===== config.mk =====
export PLATFORM = sky130hd
export DESIGN_NAME = frontlight_night_fade
export DESIGN_NICKNAME = d
export VERILOG_FILES = /design/src/design/fnf_pkg.sv /design/src/design/fnf_stride.sv /design/src/design/fnf_ctrl.sv /design/src/design/frontlight_night_fade.sv
export SDC_FILE = /design/constraint.sdc
export NUM_CORES = 1
export LEC_CHECK = 0
export BUFFER_PORTS_ARGS = -buffer_cell sky130_fd_sc_hd__buf_2
export CORE_UTILIZATION = 30
export DETAILED_ROUTE_END_ITERATION = 6
export GPL_ROUTABILITY_DRIVEN = 0
export MAX_ROUTING_LAYER = met4
export PLACE_DENSITY = 0.53
export SLEW_MARGIN = 25
export SYNTH_ARGS = -nofsm -noshare
export SYNTH_HDL_FRONTEND = slang
export SYNTH_HIERARCHICAL = 1
export SYNTH_SLANG_ARGS = --single-unit

===== constraint.sdc =====
create_clock -name aclk -period 11.61 [get_ports aclk]
set_clock_uncertainty 0.15 [all_clocks]
set_input_delay 0.5805 -clock aclk [delete_from_list [all_inputs] [get_ports aclk]]
set_output_delay 0.5805 -clock aclk [all_outputs]
set_load 0.05 [all_outputs]

===== src/design/fnf_pkg.sv =====
`timescale 1ns / 1ps
`default_nettype none

package fnf_pkg;

    // Fixed by the field widths of the stream and register interfaces
    localparam int CH_N     = 2;
    localparam int LVL_W    = 12;
    localparam int STRIDE_W = LVL_W + 1;   // signed ramp increment
    localparam int NEXT_W   = LVL_W + 2;   // signed running ramp value
    localparam int CFG_IDX_W = 3;

    typedef enum logic [1:0] {
        OP_SET_LEVEL = 2'd0,
        OP_DIM       = 2'd1,
        OP_RESTORE   = 2'd2,
        OP_TICK      = 2'd3
    } fnf_op_t;

    typedef enum logic [1:0] {
        ST_OK        = 2'd0,
        ST_ABOVE_MAX = 2'd1,
        ST_ABSENT    = 2'd2
    } fnf_status_t;

    typedef enum logic [CFG_IDX_W-1:0] {
        REG_DIM_LEVEL   = 3'd0,
        REG_NIGHT_DIS   = 3'd1,
        REG_MAX_WHITE   = 3'd2,
        REG_MAX_AMBER   = 3'd3,
        REG_CH_PRESENT  = 3'd4
    } fnf_reg_t;

    typedef struct packed {
        fnf_op_t          op;
        logic             channel;
        logic [LVL_W-1:0] level;
    } fnf_req_t;

    typedef struct packed {
        fnf_status_t      status;
        logic [LVL_W-1:0] white_level;
        logic [LVL_W-1:0] amber_level;
        logic             ramp_busy;
    } fnf_rsp_t;

endpackage

`default_nettype wire


===== src/design/fnf_stride.sv =====
`timescale 1ns / 1ps
`default_nettype none

// stride = (target - start) / RAMP_STEPS, truncated toward zero.
// Magnitude is divided by a reciprocal multiply; with a 24-bit scale the
// floor is exact for any 12-bit magnitude and any step count up to 15.
module fnf_stride import fnf_pkg::*; #(
    parameter int RAMP_STEPS = 10
) (
    input  wire logic [LVL_W-1:0]           target,
    input  wire logic [LVL_W-1:0]           start,
    output      logic signed [STRIDE_W-1:0] stride
);

    localparam int RECIP_SHIFT = 24;
    localparam int RECIP_W     = RECIP_SHIFT + 1;
    localparam logic [RECIP_W-1:0] RECIP =
        RECIP_W'(((64'd1 << RECIP_SHIFT) + 64'(RAMP_STEPS) - 64'd1) / 64'(RAMP_STEPS));

    logic signed [STRIDE_W-1:0]   diff;
    logic                         neg;
    logic [LVL_W-1:0]             mag;
    logic [LVL_W+RECIP_W-1:0]     prod;
    logic [LVL_W-1:0]             quo;

    always_comb begin
        diff = $signed({1'b0, target}) - $signed({1'b0, start});
        neg  = diff[STRIDE_W-1];
        mag  = neg ? LVL_W'(-diff) : diff[LVL_W-1:0];
        prod = (LVL_W+RECIP_W)'(mag) * (LVL_W+RECIP_W)'(RECIP);
        quo  = prod[RECIP_SHIFT +: LVL_W];
        stride = neg ? -$signed({1'b0, quo}) : $signed({1'b0, quo});
    end

endmodule

`default_nettype wire


===== src/design/fnf_ctrl.sv =====
`timescale 1ns / 1ps
`default_nettype none

// Level state, ramp sequencer, config registers and result register.
// All level and ramp state is read and rewritten in the same cycle an item is taken.
module fnf_ctrl import fnf_pkg::*; #(
    parameter int RAMP_STEPS        = 10,
    parameter int START_DELAY_TICKS = 5
) (
    input  wire logic                 aclk,
    input  wire logic                 aresetn,
    input  wire logic                 cfg_valid,
    input  wire logic [CFG_IDX_W-1:0] cfg_index,
    input  wire logic [LVL_W-1:0]     cfg_data,
    input  wire logic                 req_valid,
    input  wire fnf_req_t             req,
    output      logic                 req_ready,
    output      logic                 rsp_valid,
    input  wire logic                 rsp_ready,
    output      fnf_rsp_t             rsp
);

    localparam int IDX_W = $clog2(RAMP_STEPS + 1);
    localparam int DLY_W = (START_DELAY_TICKS > 0) ? $clog2(START_DELAY_TICKS + 1) : 1;

    // config
    logic [LVL_W-1:0] dim_level_reg;
    logic             night_dis_reg;
    logic [LVL_W-1:0] max_reg [CH_N];
    logic [CH_N-1:0]  present_reg;

    // level and ramp state
    logic [LVL_W-1:0]           applied_reg [CH_N], applied_next [CH_N];
    logic [LVL_W-1:0]           user_reg    [CH_N], user_next    [CH_N];
    logic [LVL_W-1:0]           start_reg   [CH_N], start_next   [CH_N];
    logic [LVL_W-1:0]           target_reg  [CH_N], target_next  [CH_N];
    logic signed [STRIDE_W-1:0] stride_reg  [CH_N], stride_next  [CH_N];
    logic signed [NEXT_W-1:0]   rnext_reg   [CH_N], rnext_next   [CH_N];
    logic [IDX_W-1:0]           index_reg, index_next;
    logic [DLY_W-1:0]           delay_reg, delay_next;
    logic                       active_reg, active_next;

    logic                       rsp_valid_reg;
    fnf_rsp_t                   rsp_reg;
    fnf_status_t                status_next;

    logic [LVL_W-1:0]           restore_target [CH_N];
    logic signed [STRIDE_W-1:0] stride_calc    [CH_N];
    logic                       fire;
    logic                       last_step;

    assign req_ready = !rsp_valid_reg || rsp_ready;
    assign fire      = req_valid && req_ready;
    assign rsp_valid = rsp_valid_reg;
    assign rsp       = rsp_reg;
    assign last_step = index_reg >= IDX_W'(RAMP_STEPS);

    for (genvar g = 0; g < CH_N; g++) begin : g_stride
        assign restore_target[g] = present_reg[g] ? user_reg[g] : '0;
        fnf_stride #(.RAMP_STEPS(RAMP_STEPS)) u_stride (
            .target (restore_target[g]),
            .start  (start_reg[g]),
            .stride (stride_calc[g])
        );
    end

    always_comb begin
        applied_next = applied_reg;
        user_next    = user_reg;
        start_next   = start_reg;
        target_next  = target_reg;
        stride_next  = stride_reg;
        rnext_next   = rnext_reg;
        index_next   = index_reg;
        delay_next   = delay_reg;
        active_next  = active_reg;
        status_next  = ST_OK;
        if (fire) begin
            unique case (req.op)
                OP_SET_LEVEL: begin
                    if (!present_reg[req.channel]) begin
                        status_next = ST_ABSENT;
                    end else if (req.level > max_reg[req.channel]) begin
                        status_next = ST_ABOVE_MAX;
                    end else begin
                        applied_next[req.channel] = req.level;
                        user_next[req.channel]    = req.level;
                    end
                end
                OP_DIM: begin
                    if (!night_dis_reg) begin
                        for (int c = 0; c < CH_N; c++) begin
                            if (present_reg[c]) begin
                                start_next[c] = dim_level_reg;
                                if (user_reg[c] != '0 && dim_level_reg <= max_reg[c]) begin
                                    applied_next[c] = dim_level_reg;
                                end
                            end
                        end
                    end
                end
                OP_RESTORE: begin
                    if (!night_dis_reg) begin
                        for (int c = 0; c < CH_N; c++) begin
                            target_next[c] = restore_target[c];
                            stride_next[c] = stride_calc[c];
                            rnext_next[c]  = $signed({2'b00, start_reg[c]})
                                           + NEXT_W'(stride_calc[c]);
                        end
                        index_next  = '0;
                        delay_next  = DLY_W'(START_DELAY_TICKS);
                        active_next = 1'b1;
                    end
                end
                OP_TICK: begin
                    if (active_reg) begin
                        if (delay_reg != '0) begin
                            delay_next = delay_reg - 1'b1;
                        end else begin
                            for (int c = 0; c < CH_N; c++) begin
                                if (target_reg[c] != '0) begin
                                    if (last_step) begin
                                        if (present_reg[c] && target_reg[c] <= max_reg[c]) begin
                                            applied_next[c] = target_reg[c];
                                        end
                                    end else if (rnext_reg[c][NEXT_W-1:LVL_W] == '0
                                                 && present_reg[c]
                                                 && rnext_reg[c][LVL_W-1:0] <= max_reg[c]) begin
                                        applied_next[c] = rnext_reg[c][LVL_W-1:0];
                                    end
                                    rnext_next[c] = rnext_reg[c] + NEXT_W'(stride_reg[c]);
                                end
                            end
                            if (last_step) begin
                                active_next = 1'b0;
                                index_next  = '0;
                            end else begin
                                index_next  = index_reg + 1'b1;
                            end
                        end
                    end
                end
            endcase
        end
    end

    always_ff @(posedge aclk) begin
        if (!aresetn) begin
            dim_level_reg <= '0;
            night_dis_reg <= 1'b0;
            present_reg   <= '1;
            for (int c = 0; c < CH_N; c++) begin
                max_reg[c]     <= '1;
                applied_reg[c] <= '0;
                user_reg[c]    <= '0;
                start_reg[c]   <= '0;
                target_reg[c]  <= '0;
                stride_reg[c]  <= '0;
                rnext_reg[c]   <= '0;
            end
            index_reg     <= '0;
            delay_reg     <= '0;
            active_reg    <= 1'b0;
            rsp_valid_reg <= 1'b0;
        end else begin
            if (cfg_valid) begin
                unique case (fnf_reg_t'(cfg_index))
                    REG_DIM_LEVEL:  dim_level_reg <= cfg_data;
                    REG_NIGHT_DIS:  night_dis_reg <= cfg_data[0];
                    REG_MAX_WHITE:  max_reg[0]    <= cfg_data;
                    REG_MAX_AMBER:  max_reg[1]    <= cfg_data;
                    REG_CH_PRESENT: present_reg   <= cfg_data[CH_N-1:0];
                    default: ;
                endcase
            end
            applied_reg <= applied_next;
            user_reg    <= user_next;
            start_reg   <= start_next;
            target_reg  <= target_next;
            stride_reg  <= stride_next;
            rnext_reg   <= rnext_next;
            index_reg   <= index_next;
            delay_reg   <= delay_next;
            active_reg  <= active_next;
            if (fire) begin
                rsp_valid_reg <= 1'b1;
            end else if (rsp_ready) begin
                rsp_valid_reg <= 1'b0;
            end
        end
    end

    // result payload, loaded with the post-update state
    always_ff @(posedge aclk) begin
        if (fire) begin
            rsp_reg.status      <= status_next;
            rsp_reg.white_level <= applied_next[0];
            rsp_reg.amber_level <= applied_next[1];
            rsp_reg.ramp_busy   <= active_next;
        end
    end

    a_delay_only_when_active: assert property (@(posedge aclk) disable iff (!aresetn)
        (delay_reg != '0) |-> active_reg)
        else $error("start delay pending with no ramp active");

    a_index_held_in_delay: assert property (@(posedge aclk) disable iff (!aresetn)
        (delay_reg != '0) |-> (index_reg == '0))
        else $error("ramp index advanced during start delay");

    a_index_bound: assert property (@(posedge aclk) disable iff (!aresetn)
        index_reg <= IDX_W'(RAMP_STEPS))
        else $error("ramp index past last step");

    a_set_white_applies: assert property (@(posedge aclk) disable iff (!aresetn)
        (fire && req.op == OP_SET_LEVEL && req.channel == 1'b0 && status_next == ST_OK)
        |=> (applied_reg[0] == $past(req.level) && user_reg[0] == $past(req.level)))
        else $error("accepted white set did not land");

    a_busy_tracks_state: assert property (@(posedge aclk) disable iff (!aresetn)
        rsp_valid_reg |-> (rsp_reg.ramp_busy == active_reg))
        else $error("result busy flag out of step with ramp state");

endmodule

`default_nettype wire


===== src/design/frontlight_night_fade.sv =====
// Path: a request is taken into an input register, and its result is then loaded
//   into the output register, which drives m_axis_tvalid.
// Throughput: one request per cycle while m_axis_tready is not held low; all level
//   and ramp state is updated between the input and output registers.
// Reset: synchronous, active low; clears levels and ramp state, loads config defaults.
`timescale 1ns / 1ps
`default_nettype none

module frontlight_night_fade import fnf_pkg::*; #(
    parameter int RAMP_STEPS        = 10,
    parameter int START_DELAY_TICKS = 5
) (
    input  wire logic                 aclk,
    input  wire logic                 aresetn,
    // config write channel
    input  wire logic                 cfg_valid,
    output      logic                 cfg_ready,
    input  wire logic [CFG_IDX_W-1:0] cfg_index,
    input  wire logic [LVL_W-1:0]     cfg_data,
    // request stream
    input  wire logic                 s_axis_tvalid,
    output      logic                 s_axis_tready,
    input  wire logic [15:0]          s_axis_tdata,   // [11:0] level, rest zero
    input  wire logic [2:0]           s_axis_tuser,   // [1:0] operation, [2] channel
    // result stream
    output      logic                 m_axis_tvalid,
    input  wire logic                 m_axis_tready,
    output      logic [31:0]          m_axis_tdata    // [1:0] status, [13:2] white_level,
                                                      // [25:14] amber_level, [26] ramp_busy
);

    logic      in_valid_reg;
    fnf_req_t  in_req_reg;
    logic      req_ready;
    fnf_rsp_t  rsp;

    // config registers take a write every cycle
    assign cfg_ready = 1'b1;

    // input stage frees up in the same cycle the core takes the request
    assign s_axis_tready = !in_valid_reg || req_ready;

    always_ff @(posedge aclk) begin
        if (!aresetn) begin
            in_valid_reg <= 1'b0;
        end else if (s_axis_tvalid && s_axis_tready) begin
            in_valid_reg <= 1'b1;
        end else if (req_ready) begin
            in_valid_reg <= 1'b0;
        end
    end

    always_ff @(posedge aclk) begin
        if (s_axis_tvalid && s_axis_tready) begin
            in_req_reg.op      <= fnf_op_t'(s_axis_tuser[1:0]);
            in_req_reg.channel <= s_axis_tuser[2];
            in_req_reg.level   <= s_axis_tdata[LVL_W-1:0];
        end
    end

    fnf_ctrl #(
        .RAMP_STEPS        (RAMP_STEPS),
        .START_DELAY_TICKS (START_DELAY_TICKS)
    ) u_ctrl (
        .aclk      (aclk),
        .aresetn   (aresetn),
        .cfg_valid (cfg_valid),
        .cfg_index (cfg_index),
        .cfg_data  (cfg_data),
        .req_valid (in_valid_reg),
        .req       (in_req_reg),
        .req_ready (req_ready),
        .rsp_valid (m_axis_tvalid),
        .rsp_ready (m_axis_tready),
        .rsp       (rsp)
    );

    assign m_axis_tdata = {5'b0, rsp.ramp_busy, rsp.amber_level, rsp.white_level, rsp.status};

endmodule

`default_nettype wire


======== Word level (Yosys, flattened, before mapping) ========
Memory sizes are Yosys's and may differ from the RTL's. A register that Yosys moved wholly into a read port is not among the register bits.
Index checks and enable logic that the tools add are counted.
word-level totals
  register bits after elaboration ......... 217
  RAM bits ................................ 24
  input bits .............................. 39
  output and inout port bits .............. 35
  logic and storage cells ................. 181
  memories kept ........................... 1
operators by class
  add/subtract/negate cells ............... 12
  multipliers ............................. 2
  order comparisons ....................... 11
  equal/unequal tests ..................... 13
  multiplexer cells ....................... 70
  bitwise operators ....................... 5
  reduce and logical (&&, ||, !) cells .... 39
memories
  memory          depth  width  rd ports  clocked after memory_dff  write ports  RTL line        source
  u_ctrl.max_reg  2      12     3         1                         2            fnf_ctrl.sv:29  logic [LVL_W-1:0] max_reg [CH_N];
operators by type and width
  cell                                                 count
  two-way mux 12 bit                                   19
  two-way mux 24 bit                                   6
  two-way mux 28 bit                                   3
  less-or-equal comparator 12 bit                      6
  case mux 24 bit (3 select lines)                     1
  multiplier 12 x 20 -> 32 bit, second input constant  2
  case mux 28 bit (2 select lines)                     1
  bitwise mux 24 bit                                   2
  nonzero test 12 bit                                  4
  adder 13 x 13 -> 14 bit                              2
  adder 14 x 13 -> 14 bit                              2
  two-way mux 14 bit                                   2
  two-way mux 13 bit                                   2
  negator 9 -> 13 bit                                  2
  subtractor 12 x 12 -> 13 bit                         2
  negator 12 bit                                       2
  two-way mux 1 bit                                    22
  two-way mux 4 bit                                    4
  demux 12 bit (select 1 bit)                          1
  > comparator 12 bit                                  1
  AND reduction 4 bit                                  3
  AND reduction 6 bit                                  2
  logical AND 1 bit                                    11
  AND reduction 5 bit                                  2
  other kinds (29)                                     48

======== Depth between registers and ports, before layout ========
Gate-level depths: netlist of the first run.
  depth after elaboration ................. 10
  gate-level depth with buffers ........... 47
  gate-level depth less buffers ........... 45

======== By module ========
The synthesis of the first run kept the hierarchy.
modules (own cells, without submodules)
  module                                    times used  cells an instance  area each (sq um)
  fnf_ctrl                                  1           1,731              14,433.8
  fnf_stride (u_ctrl.g_stride[0].u_stride)  1           493                4,083.9
  fnf_stride (u_ctrl.g_stride[1].u_stride)  1           481                4,046.4
  frontlight_night_fade                     1           28                 560.5

======== Least setup slack after synthesis of the first run ========
Ideal clock, no wire load.
  path kind ............................... reg2reg
  start ................................... reg u_ctrl.present_reg[0]
  end ..................................... reg u_ctrl/rnext_reg[26] (netlist name)
  setup time .............................. 125 ps
  arrival ................................. 9,696 ps
  data required time ...................... 11,335 ps
  path slack .............................. 1,639 ps
  cell stages (with the launch flop) ...... 42
  path buffers ............................ 4
  period minus slack after synthesis ...... 9,971 ps
  cell sequence ........................... dfxtp_1 > clkbuf_1 > clkbuf_1 > and2_1 > inv_1 > ha_1 > fa_1 > nor2b_1 > o2111ai_1 > a31oi_1 > o22ai_1 > o21ai_0 > clkbuf_1 > clkbuf_1 > nor2_1 > xnor2_1 > ha_1 > fa_1 > [... 6 more ...] > a21o_1 > a21oi_1 > a21oi_1 > a2111oi_0 > o21ai_1 > xnor2_1 > nand2_1 > nor4b_2 > nor2_1 > xnor2_1 > ha_1 > or2_2 > a21oi_1 > a211oi_1 > o41a_1 > or3_1 > a21oi_1 > a211oi_1
RTL lines
  element                   RTL line         source
  start: declaration        fnf_ctrl.sv:30   logic [CH_N-1:0] present_reg;
  start signal: assignment  fnf_ctrl.sv:172  REG_CH_PRESENT: present_reg <= cfg_data[CH_N-1:0];
  end signal: assignment    fnf_ctrl.sv:181  rnext_reg <= rnext_next;
  end: declaration          fnf_ctrl.sv:38   logic signed [NEXT_W-1:0] rnext_reg [CH_N], rnext_next [CH_N];

==> results of run 1 <==
==> power groups by stage <==
stage          combinational, mW  clock (mW)  sequential (mW)
6_report                    1.23       0.879            0.926
5_1_grt                     1.40       0.931            0.927
4_1_cts                     1.24       0.898            0.925
3_5_place_dp                1.23           0            0.943
3_3_place_gp                1.23           0            0.943
2_1_floorplan              0.919           0            0.943
==> per-layer routing <==
layer | vias up | GRT usage, % | routed length, µm
li1 | 9776 | - | -
met1 | 9629 | 26.4 | 34700
met2 | 515 | 28.8 | 31800
met3 | 81 | 1.92 | 3920
met4 | 0 | 2.70 | 1150
met5 | - | - | 0
==> area by class of cell <==
cell class / count / area, µm²
clock buffers: 39 / 815
clock inverters: 8 / 78.8
fillers: 8187 / 50600
inverters: 308 / 1160
multi-input cells: 2078 / 16100
flip-flops and latches: 241 / 5490
well taps: 1030 / 1290
repair buffers: 97 / 571
==> final timing paths <==
kind | startpoint | end | slack [ns]
max | u_ctrl/present_reg[0] | u_ctrl/rnext_reg[26] | 0.95
min | s_axis_tdata[4] | in_req_reg[4] | 0.04
max reg2reg | u_ctrl/present_reg[0] | u_ctrl/rnext_reg[26] | 0.95
min reg2reg | u_ctrl/stride_reg[24] | u_ctrl/stride_reg[24] | 0.31
==> stage by stage <==
| step | utilization (%) | setup WS (ns) | instances | hold slack, ns |
|---|---|---|---|---|
| after floorplan | - | 1.64 | 2737 | 0.287 |
| after global placement | 32.3 | 1.00 | 3754 | 0.301 |
| after detailed placement | 32.3 | 0.887 | 3754 | 0.304 |
| after CTS | 33.5 | 0.861 | 3801 | 0.0260 |
| after global routing | 33.5 | 0.220 | 3801 | 0.0259 |
| final | 33.5 | 0.946 | 3801 | 0.0433 |
==> logic make-up after synthesis <==
family	synth area share, %
AOI/OAI and AO/OA	19.0
xor gates and xnor gates	3.90
adders and majority gates	25.7
buffers and inverters	7.07
DFF	23.7
muxes	1.87
other	0.0325
and+or+nand+nor	18.7
==> cell usage in the layout, fill, tap and decap left out, drive strengths merged, types with 14 or more instances in the layout <==
cell type,instances
a211oi,62
a21o,36
a21oi,223
a311oi,35
a31oi,31
and2,49
and3,16
buf,97
clkbuf,39
dfxtp,175
edfxtp,66
fa,94
ha,324
inv,307
mux2i,41
nand2,267
nand2b,21
nand3,85
nand3b,27
nand4,40
nor2,175
nor2b,28
nor3,61
nor4,39
o211ai,24
o21a,19
o21ai,95
o311a,14
or2,19
xnor2,69
xor2,27
==> critical path, delay by kind of cell (launching register included) <==
family	cells	cell delay, ns
and+or+nand+nor	7	1.63
AOI/OAI and AO/OA	15	3.26
adders and majority gates	8	3.34
DFF	1	0.34
buffers and inverters	4	0.64
xor gates and xnor gates	3	1.16
==> impl_metrics.yaml, run 1 <==
status:
  status: "finished, final reports clean"
clock_network:
  cts_buffer_depth: 3
  root_buffer: "clkbuf_16"
  numCtsBuffers: 26
  clk_pin_slew_ns: 0.06
  cts_resized: 0
  ctsHoldBuffers: 0
  cts.sinks: 241
  htree_num_levels: 1
  cts_setup_buffers: 0
  clock_latency_ns: 0.57
  cts_tree: "built"
drt:
  antenna_left: 0
  first_iter_violations: 1411
  routed_wl_mm: 71.5
  route.detailed.drc: 0
  vias_per_cell: 5.26
  wl_per_cell_um: 18.8
  vias: 20000
  first_pass_iters: 5
sta:
  tightest_slew_ns: 1.03
  fmax_mhz: 93.8
  rsz0062_at_grt: "false"
  finalCriticalPeriod_ns: 10.66
  slew_headroom_pct: 30.9
  hold_viol: 0
  drv_slew: 0
  fin_tns_setup_ns: 0
  finalSetupViolations: 0
  fin_crit_sh_pct: 91.9
logic_synthesis:
  yosys.area.top_type: "ha_1"
  yosys-top-cells-area: "ha_1 18%, dfxtp_1 15%, edfxtp_1 8.6%"
  yosysUniqueCellTypes: 98
  synth_edf_count: 66
  synthFlopType: "dfxtp_1"
  yosysMostFrequentCell: "ha_1"
  yosys_warnings: 6
  syn_avg_cell_area_um2: 8.46
  async_flop_share_pct: 0
  syn_inst: 2733
  synthesis.area_um2: 23100
  yosysTopAreaCellShare_pct: 17.5
  yosysSeqAreaShare_pct: 23.7
  ys_ff_latch: 241
  synth_common_cells: "324 x ha_1, 305 x inv_1, 267 x nand2_1"
place:
  dp_hpwl_mm: 55.4
  portBuffers: 63
  postPlaceCellArea_um2: 24600
hold_path:
  min_path_cells: 1
  min_path_type: "in2reg"
cells_and_area:
  largest_reg_flops: 28
  areaGrowthSynthToFinish_pct: 10.1
  fin_nets: 3209
  drive_gt1_share_pct: 7.98
  finish.instance_area_um2: 25500
  diodes: 0
die:
  dieHeight_um: 280
  fp.dieW_um: 280
  num_rows: 101
  start_util_pct: 30.4
  core_um2: 76100
  ios: 74
  die_area_um2: 78200
power:
  powerDensity_nw_per_um2: 119
  finalPower_mw: 3.04
  switching_share_pct: 38.7
  leakage_nw: 10.9
  power.internal_mw: 1.86
  switching_power_mw: 1.18
  power.share.combinational_pct: 40.6
  power.clock.fraction_pct: 28.9
  p_seq_share_pct: 30.5
  ir_worst_vdd_v: 0.0000951
global_routing:
  grt_max_degree: 76
  grt_pass1_vias: 19100
  overflow: 0
  antenna_found_initial: 1
  grt_pass1_wl_mm: 111
  grt_usage_pct: 18.6
worst_setup_path:
  cp_max_fo: 27
  cpMaxStageDelayCell: "fa_1"
  worst_setup_path_end_kind: "flip-flop"
  critPathKind: "reg2reg"
  cp.arrival_ns: 10.95
  cpPeakStageDelay_ns: 0.58
  critPathLaunchType: "flip-flop"
  r2r_cells: 37
  critPathRequiredTime_ns: 11.90
job:
  max-cap-violations: 0
(Power assumes the default switching activity.)
==> run 2: changes to the inputs <==
- GPL_TIMING_DRIVEN: not set -> 0
- PLACE_DENSITY: 0.53 -> 0.55
- clock period: 11.61 -> 9.6 ns (I/O delays scaled with it)
==> run 2 against run 1 <==
  * The flow now finishes with violations (negative setup slack)
  * Flip-flop and latch count is the same
  * Design area grew 11%
  * Via count grew 5.5%
  * Critical path depth grew 8
  * Global-route usage grew 1.2 points
  * Worst hold slack lost 0.024 ns
  * Clock power grew 17%
  * Sequential power grew 21%
  * Sequential share of layout area shrank 2.2 points
  * Largest cell class unchanged
  * Largest power group unchanged
==> impl_metrics.yaml, run 2 (synthesis results as in run 1) <==
sta:
  rsz0062_at_grt: "true"
  slew_headroom_pct: 28.3
  hold_viol: 0
  finalSetupViolations: 7
  tightest_slew_ns: 1.08
  fin_tns_setup_ns: -1.38
  fmax_mhz: 99.7
  fin_crit_sh_pct: 104
  fin_ws_ns: -0.427
  drv_slew: 0
  finalCriticalPeriod_ns: 10.03
global_routing:
  grt_max_degree: 32
  grt_pass1_vias: 19900
  overflow: 0
  antenna_found_initial: 0
  grt_pass1_wl_mm: 116
  grt_usage_pct: 19.7
job:
  max-cap-violations: 0
die:
  start_util_pct: 30.4
  dieHeight_um: 280
  ios: 74
  die_area_um2: 78200
  core_um2: 76100
  fp.dieW_um: 280
  num_rows: 101
clock_network:
  cts_tree: "built"
  htree_num_levels: 1
  cts.sinks: 241
  root_buffer: "clkbuf_16"
  clock_latency_ns: 0.58
  cts_buffer_depth: 3
  numCtsBuffers: 26
  clk_pin_slew_ns: 0.07
status:
  status: "finished with violations"
  violations: "negative setup slack"
drt:
  vias_per_cell: 5.26
  first_pass_iters: 5
  route.detailed.drc: 0
  routed_wl_mm: 78.4
  wl_per_cell_um: 19.5
  first_iter_violations: 1688
  vias: 21100
  antenna_left: 0
worst_setup_path:
  cpMostUsedCell: "buf_4"
  critPathRequiredTime_ns: 9.91
  cpMaxStageDelayCell: "fa_2"
  critPathKind: "reg2reg"
  cp.arrival_ns: 10.34
  critPathLaunchType: "flip-flop"
  r2r_cells: 45
  cpPeakStageDelay_ns: 0.64
  worst_setup_path_end_kind: "flip-flop"
  cp_max_fo: 7
place:
  dp_slack_ns: -2.03
  postPlaceCellArea_um2: 24800
  portBuffers: 63
  dp_hpwl_mm: 61.1
cells_and_area:
  fill_cells: 7872
  final_common_cell: "ha_1"
  fin_util_pct: 37.3
  final_cell_mix: "297 x ha_1, 289 x inv_1, 264 x nand2_1"
  finish.instance_area_um2: 28400
  drive_gt1_share_pct: 18.3
  areaGrowthSynthToFinish_pct: 22.6
  largest_reg_flops: 28
  fin_nets: 3418
power:
  powerDensity_nw_per_um2: 149
  leakage_nw: 12.0
  ir_worst_vdd_v: 0.000133
hold_path:
  min_path_type: "in2reg"
  min_path_cells: 3
-- run 2: path summary, 6_finish.rpt --
| path | from | end | slack [ns] |
|---|---|---|---|
| max | u_ctrl/present_reg[0] | u_ctrl/rnext_reg[26] | -0.43 |
| min reg2reg | u_ctrl/stride_reg[20] | u_ctrl/stride_reg[20] | 0.31 |
| max reg2reg | u_ctrl/present_reg[0] | u_ctrl/rnext_reg[26] | -0.43 |
| min | cfg_data[7] | u_ctrl/dim_level_reg[7] | 0.02 |
-- run 2: cell type report --
| type | instances | area, µm² | area share (%) |
|---|---|---|---|
| Tap cell | 1030 | 1290 | 4.54 |
| Multi-Input combinational cell | 2078 | 17600 | 62.0 |
| Timing Repair Buffer | 201 | 1440 | 5.08 |
| Inverter | 308 | 1160 | 4.09 |
| Sequential cell | 241 | 5490 | 19.4 |
| Clock buffer | 35 | 714 | 2.52 |
| Buffer | 105 | 541 | 1.91 |
| Clock inverter | 13 | 139 | 0.490 |
| Antenna cell | 1 | 2.50 | 0.00882 |
-- run 2: power by group --
group          switching (mW)  internal [mW]  total (mW)
clock network           0.449          0.580        1.03
logic                    1.19          0.889        2.08
registers              0.0413           1.08        1.12
-- run 2: stage by stage --
stage	instances	power (mW)	hold slack [ns]
floorplan	2737	2.27	0.287
global placement	3830	2.69	0.301
detailed placement	3832	2.68	0.304
CTS	3942	3.88	0.00111
global route	4011	4.50	0.00592
finish	4012	4.23	0.0196
-- run 2: worst max-delay path: cells and delay by family (launching register included) --
family / cells / cell delay [ns]
AOI/OAI and AO/OA: 14 / 2.59
and+or+nand+nor: 7 / 1.54
xor gates and xnor gates: 2 / 0.38
buffers and inverters: 13 / 1.40
adders and majority gates: 9 / 3.47
DFF: 1 / 0.36
-- run 2: routing by layer --
| layer | vias to the layer above | part of all wire (%) | wire length (µm) | track usage (%) |
|---|---|---|---|---|
| li1 | 10200 | - | - | - |
| met1 | 10100 | 46 | 35900 | 26.5 |
| met2 | 669 | 44 | 34800 | 30.2 |
| met3 | 129 | 7.4 | 5780 | 4.18 |
| met4 | 0 | 2.4 | 1870 | 4.55 |
| met5 | - | 0 | 0 | - |
-- run 2: repair_timing --
item	CTS	global route
hold buffers	17	0
hold endpoints to repair	17	0
setup buffers	48	72
setup endpoints to repair	44	22
pin swaps	70	123
gates resized for setup	129	204
==> run 3: changes to the inputs <==
- SETUP_SLACK_MARGIN: not set -> 0.2
==> run 3 against run 2 <==
  * The flow still finishes with violations (negative setup slack)
  * Design area fell by 0.43%
  * Sequential power barely moved
  * Count of clock-buffer cells in the layout fell by 3
  * Non-clock buffer count fell by 4
  * Routed wire length rose by 0.50%
  * Critical path depth fell by 2
  * Global-route usage rose by 0.35 points
==> impl_metrics.yaml, run 3 (synthesis results as in run 1) <==
sta:
  slew_headroom_pct: 31.0
  finalCriticalPeriod_ns: 9.69
  fin_ws_ns: -0.0853
  drv_slew: 0
  hold_slack_ns: 0.0294
  fin_tns_setup_ns: -0.0853
  rsz0062_at_grt: "true"
  hold_viol: 0
  fin_crit_sh_pct: 101
  tightest_slew_ns: 1.04
  fmax_mhz: 103
  finalSetupViolations: 1
die:
  die_area_um2: 78200
  start_util_pct: 30.4
  core_um2: 76100
  ios: 74
  fp.dieW_um: 280
  dieHeight_um: 280
  num_rows: 101
clock_network:
  cts_tree: "built"
  cts_buffer_depth: 3
  cts.sinks: 241
  numCtsBuffers: 25
  root_buffer: "clkbuf_16"
  clk_pin_slew_ns: 0.07
  htree_num_levels: 1
  clock_latency_ns: 0.56
status:
  status: "finished with violations"
  violations: "negative setup slack"
cells_and_area:
  stdcell_count: 4006
  drive_gt1_share_pct: 18.0
  fin_util_pct: 37.1
  finish.instance_area_um2: 28200
  final_cell_mix: "301 x ha_1, 284 x inv_1, 261 x nand2_1"
  final_common_cell: "ha_1"
  largest_reg_flops: 28
  fin_nets: 3413
  areaGrowthSynthToFinish_pct: 22.1
drt:
  wl_met1_mm: 35.6
  first_iter_violations: 1797
  wl_met3_mm: 6.45
  routed-wl-met2_mm: 35.0
  antenna_left: 0
  top_layer_used: "met4"
  wl_per_cell_um: 19.7
  route.detailed.drc: 0
  vias_per_cell: 5.32
  vias: 21300
  first_pass_iters: 5
  routed_wl_mm: 78.8
place:
  portBuffers: 63
  postPlaceCellArea_um2: 24900
  dp_hpwl_mm: 61.3
  placed_cells: 3833
worst_setup_path:
  worst_setup_path_end_kind: "flip-flop"
  critPathKind: "reg2reg"
  cp_max_fo: 8
  cpMostUsedCell: "fa_1"
  critPathLaunchType: "flip-flop"
  critPathRequiredTime_ns: 9.89
  cpLargestDelayFamily: "adder cells"
  cp.arrival_ns: 9.98
  cpPeakStageDelay_ns: 0.62
  cpMaxStageDelayCell: "fa_2"
  cp_num_buf_inv: 9
power:
  leakage_nw: 12.0
  ir_worst_vdd_v: 0.000139
  powerDensity_nw_per_um2: 150
global_routing:
  grt_pass1_wl_mm: 118
  grt_pass1_vias: 20300
  grt_max_degree: 32
  overflow: 0
  antenna_found_initial: 1
  grt_usage_pct: 20.1
job:
  max-cap-violations: 0
hold_path:
  min_path_type: "in2reg"
-- run 3: layout make-up --
cell class | count | area [µm²]
Inverter | 308 | 1160
Antenna cell | 1 | 2.50
Tap cell | 1030 | 1290
Multi-Input combinational cell | 2078 | 17500
Fill cell | 7923 | 47800
Timing Repair Buffer | 192 | 1380
Sequential cell | 241 | 5490
Clock buffer | 32 | 692
Clock inverter | 14 | 179
Buffer | 110 | 569
-- run 3: timing repair --
item	4_1_cts	5_1_grt
setup endpoints to repair	40	22
cloned	0	1
resized for setup	163	144
endpoints found under the hold margin	15	0
hold buffers	15	0
pin swaps	106	94
setup buffers	80	30
-- run 3: routing by layer --
metal,vias to the layer above,track usage [%]
met5,-,-
met1,10400,27.2
met3,130,4.09
li1,10200,-
met4,0,4.36
met2,651,30.7
-- run 3: path summary, 6_finish.rpt --
check | startpoint | endpoint | slack, ns | cells after the start
worst max-delay path | u_ctrl/present_reg[0] | u_ctrl/rnext_reg[26] | -0.09 | 43
worst min-delay path | cfg_data[5] | u_ctrl/dim_level_reg[5] | 0.03 | 3
worst min register to register | u_ctrl/stride_reg[22] | u_ctrl/stride_reg[22] | 0.32 | 2
worst max register to register | u_ctrl/present_reg[0] | u_ctrl/rnext_reg[26] | -0.09 | 43
-- run 3: worst reg2reg max path: cells and delay by family, from the launching register on --
family                     cells  cell delay, ns
AOI/OAI and AO/OA             11            2.32
xor gates and xnor gates       3            0.47
adders and majority gates      9            3.40
buffers and inverters          9            0.83
DFF                            1            0.35
and+or+nand+nor               11            2.07
-- run 3: through the flow --
step,setup slack [ns],total power [mW]
detailed placement,-1.62,2.68
global placement,-1.71,2.69
global route,-0.471,4.50
floorplan,0.184,2.27
finish,-0.0853,4.23
CTS,-0.199,4.01
-- run 3: where the power goes --
part | leakage [nW] | total, mW | switching (mW) | internal [mW]
sequential | 2.05 | 1.12 | 0.0414 | 1.08
clock | 0.431 | 1.06 | 0.438 | 0.617
combinational | 9.51 | 2.05 | 1.18 | 0.879
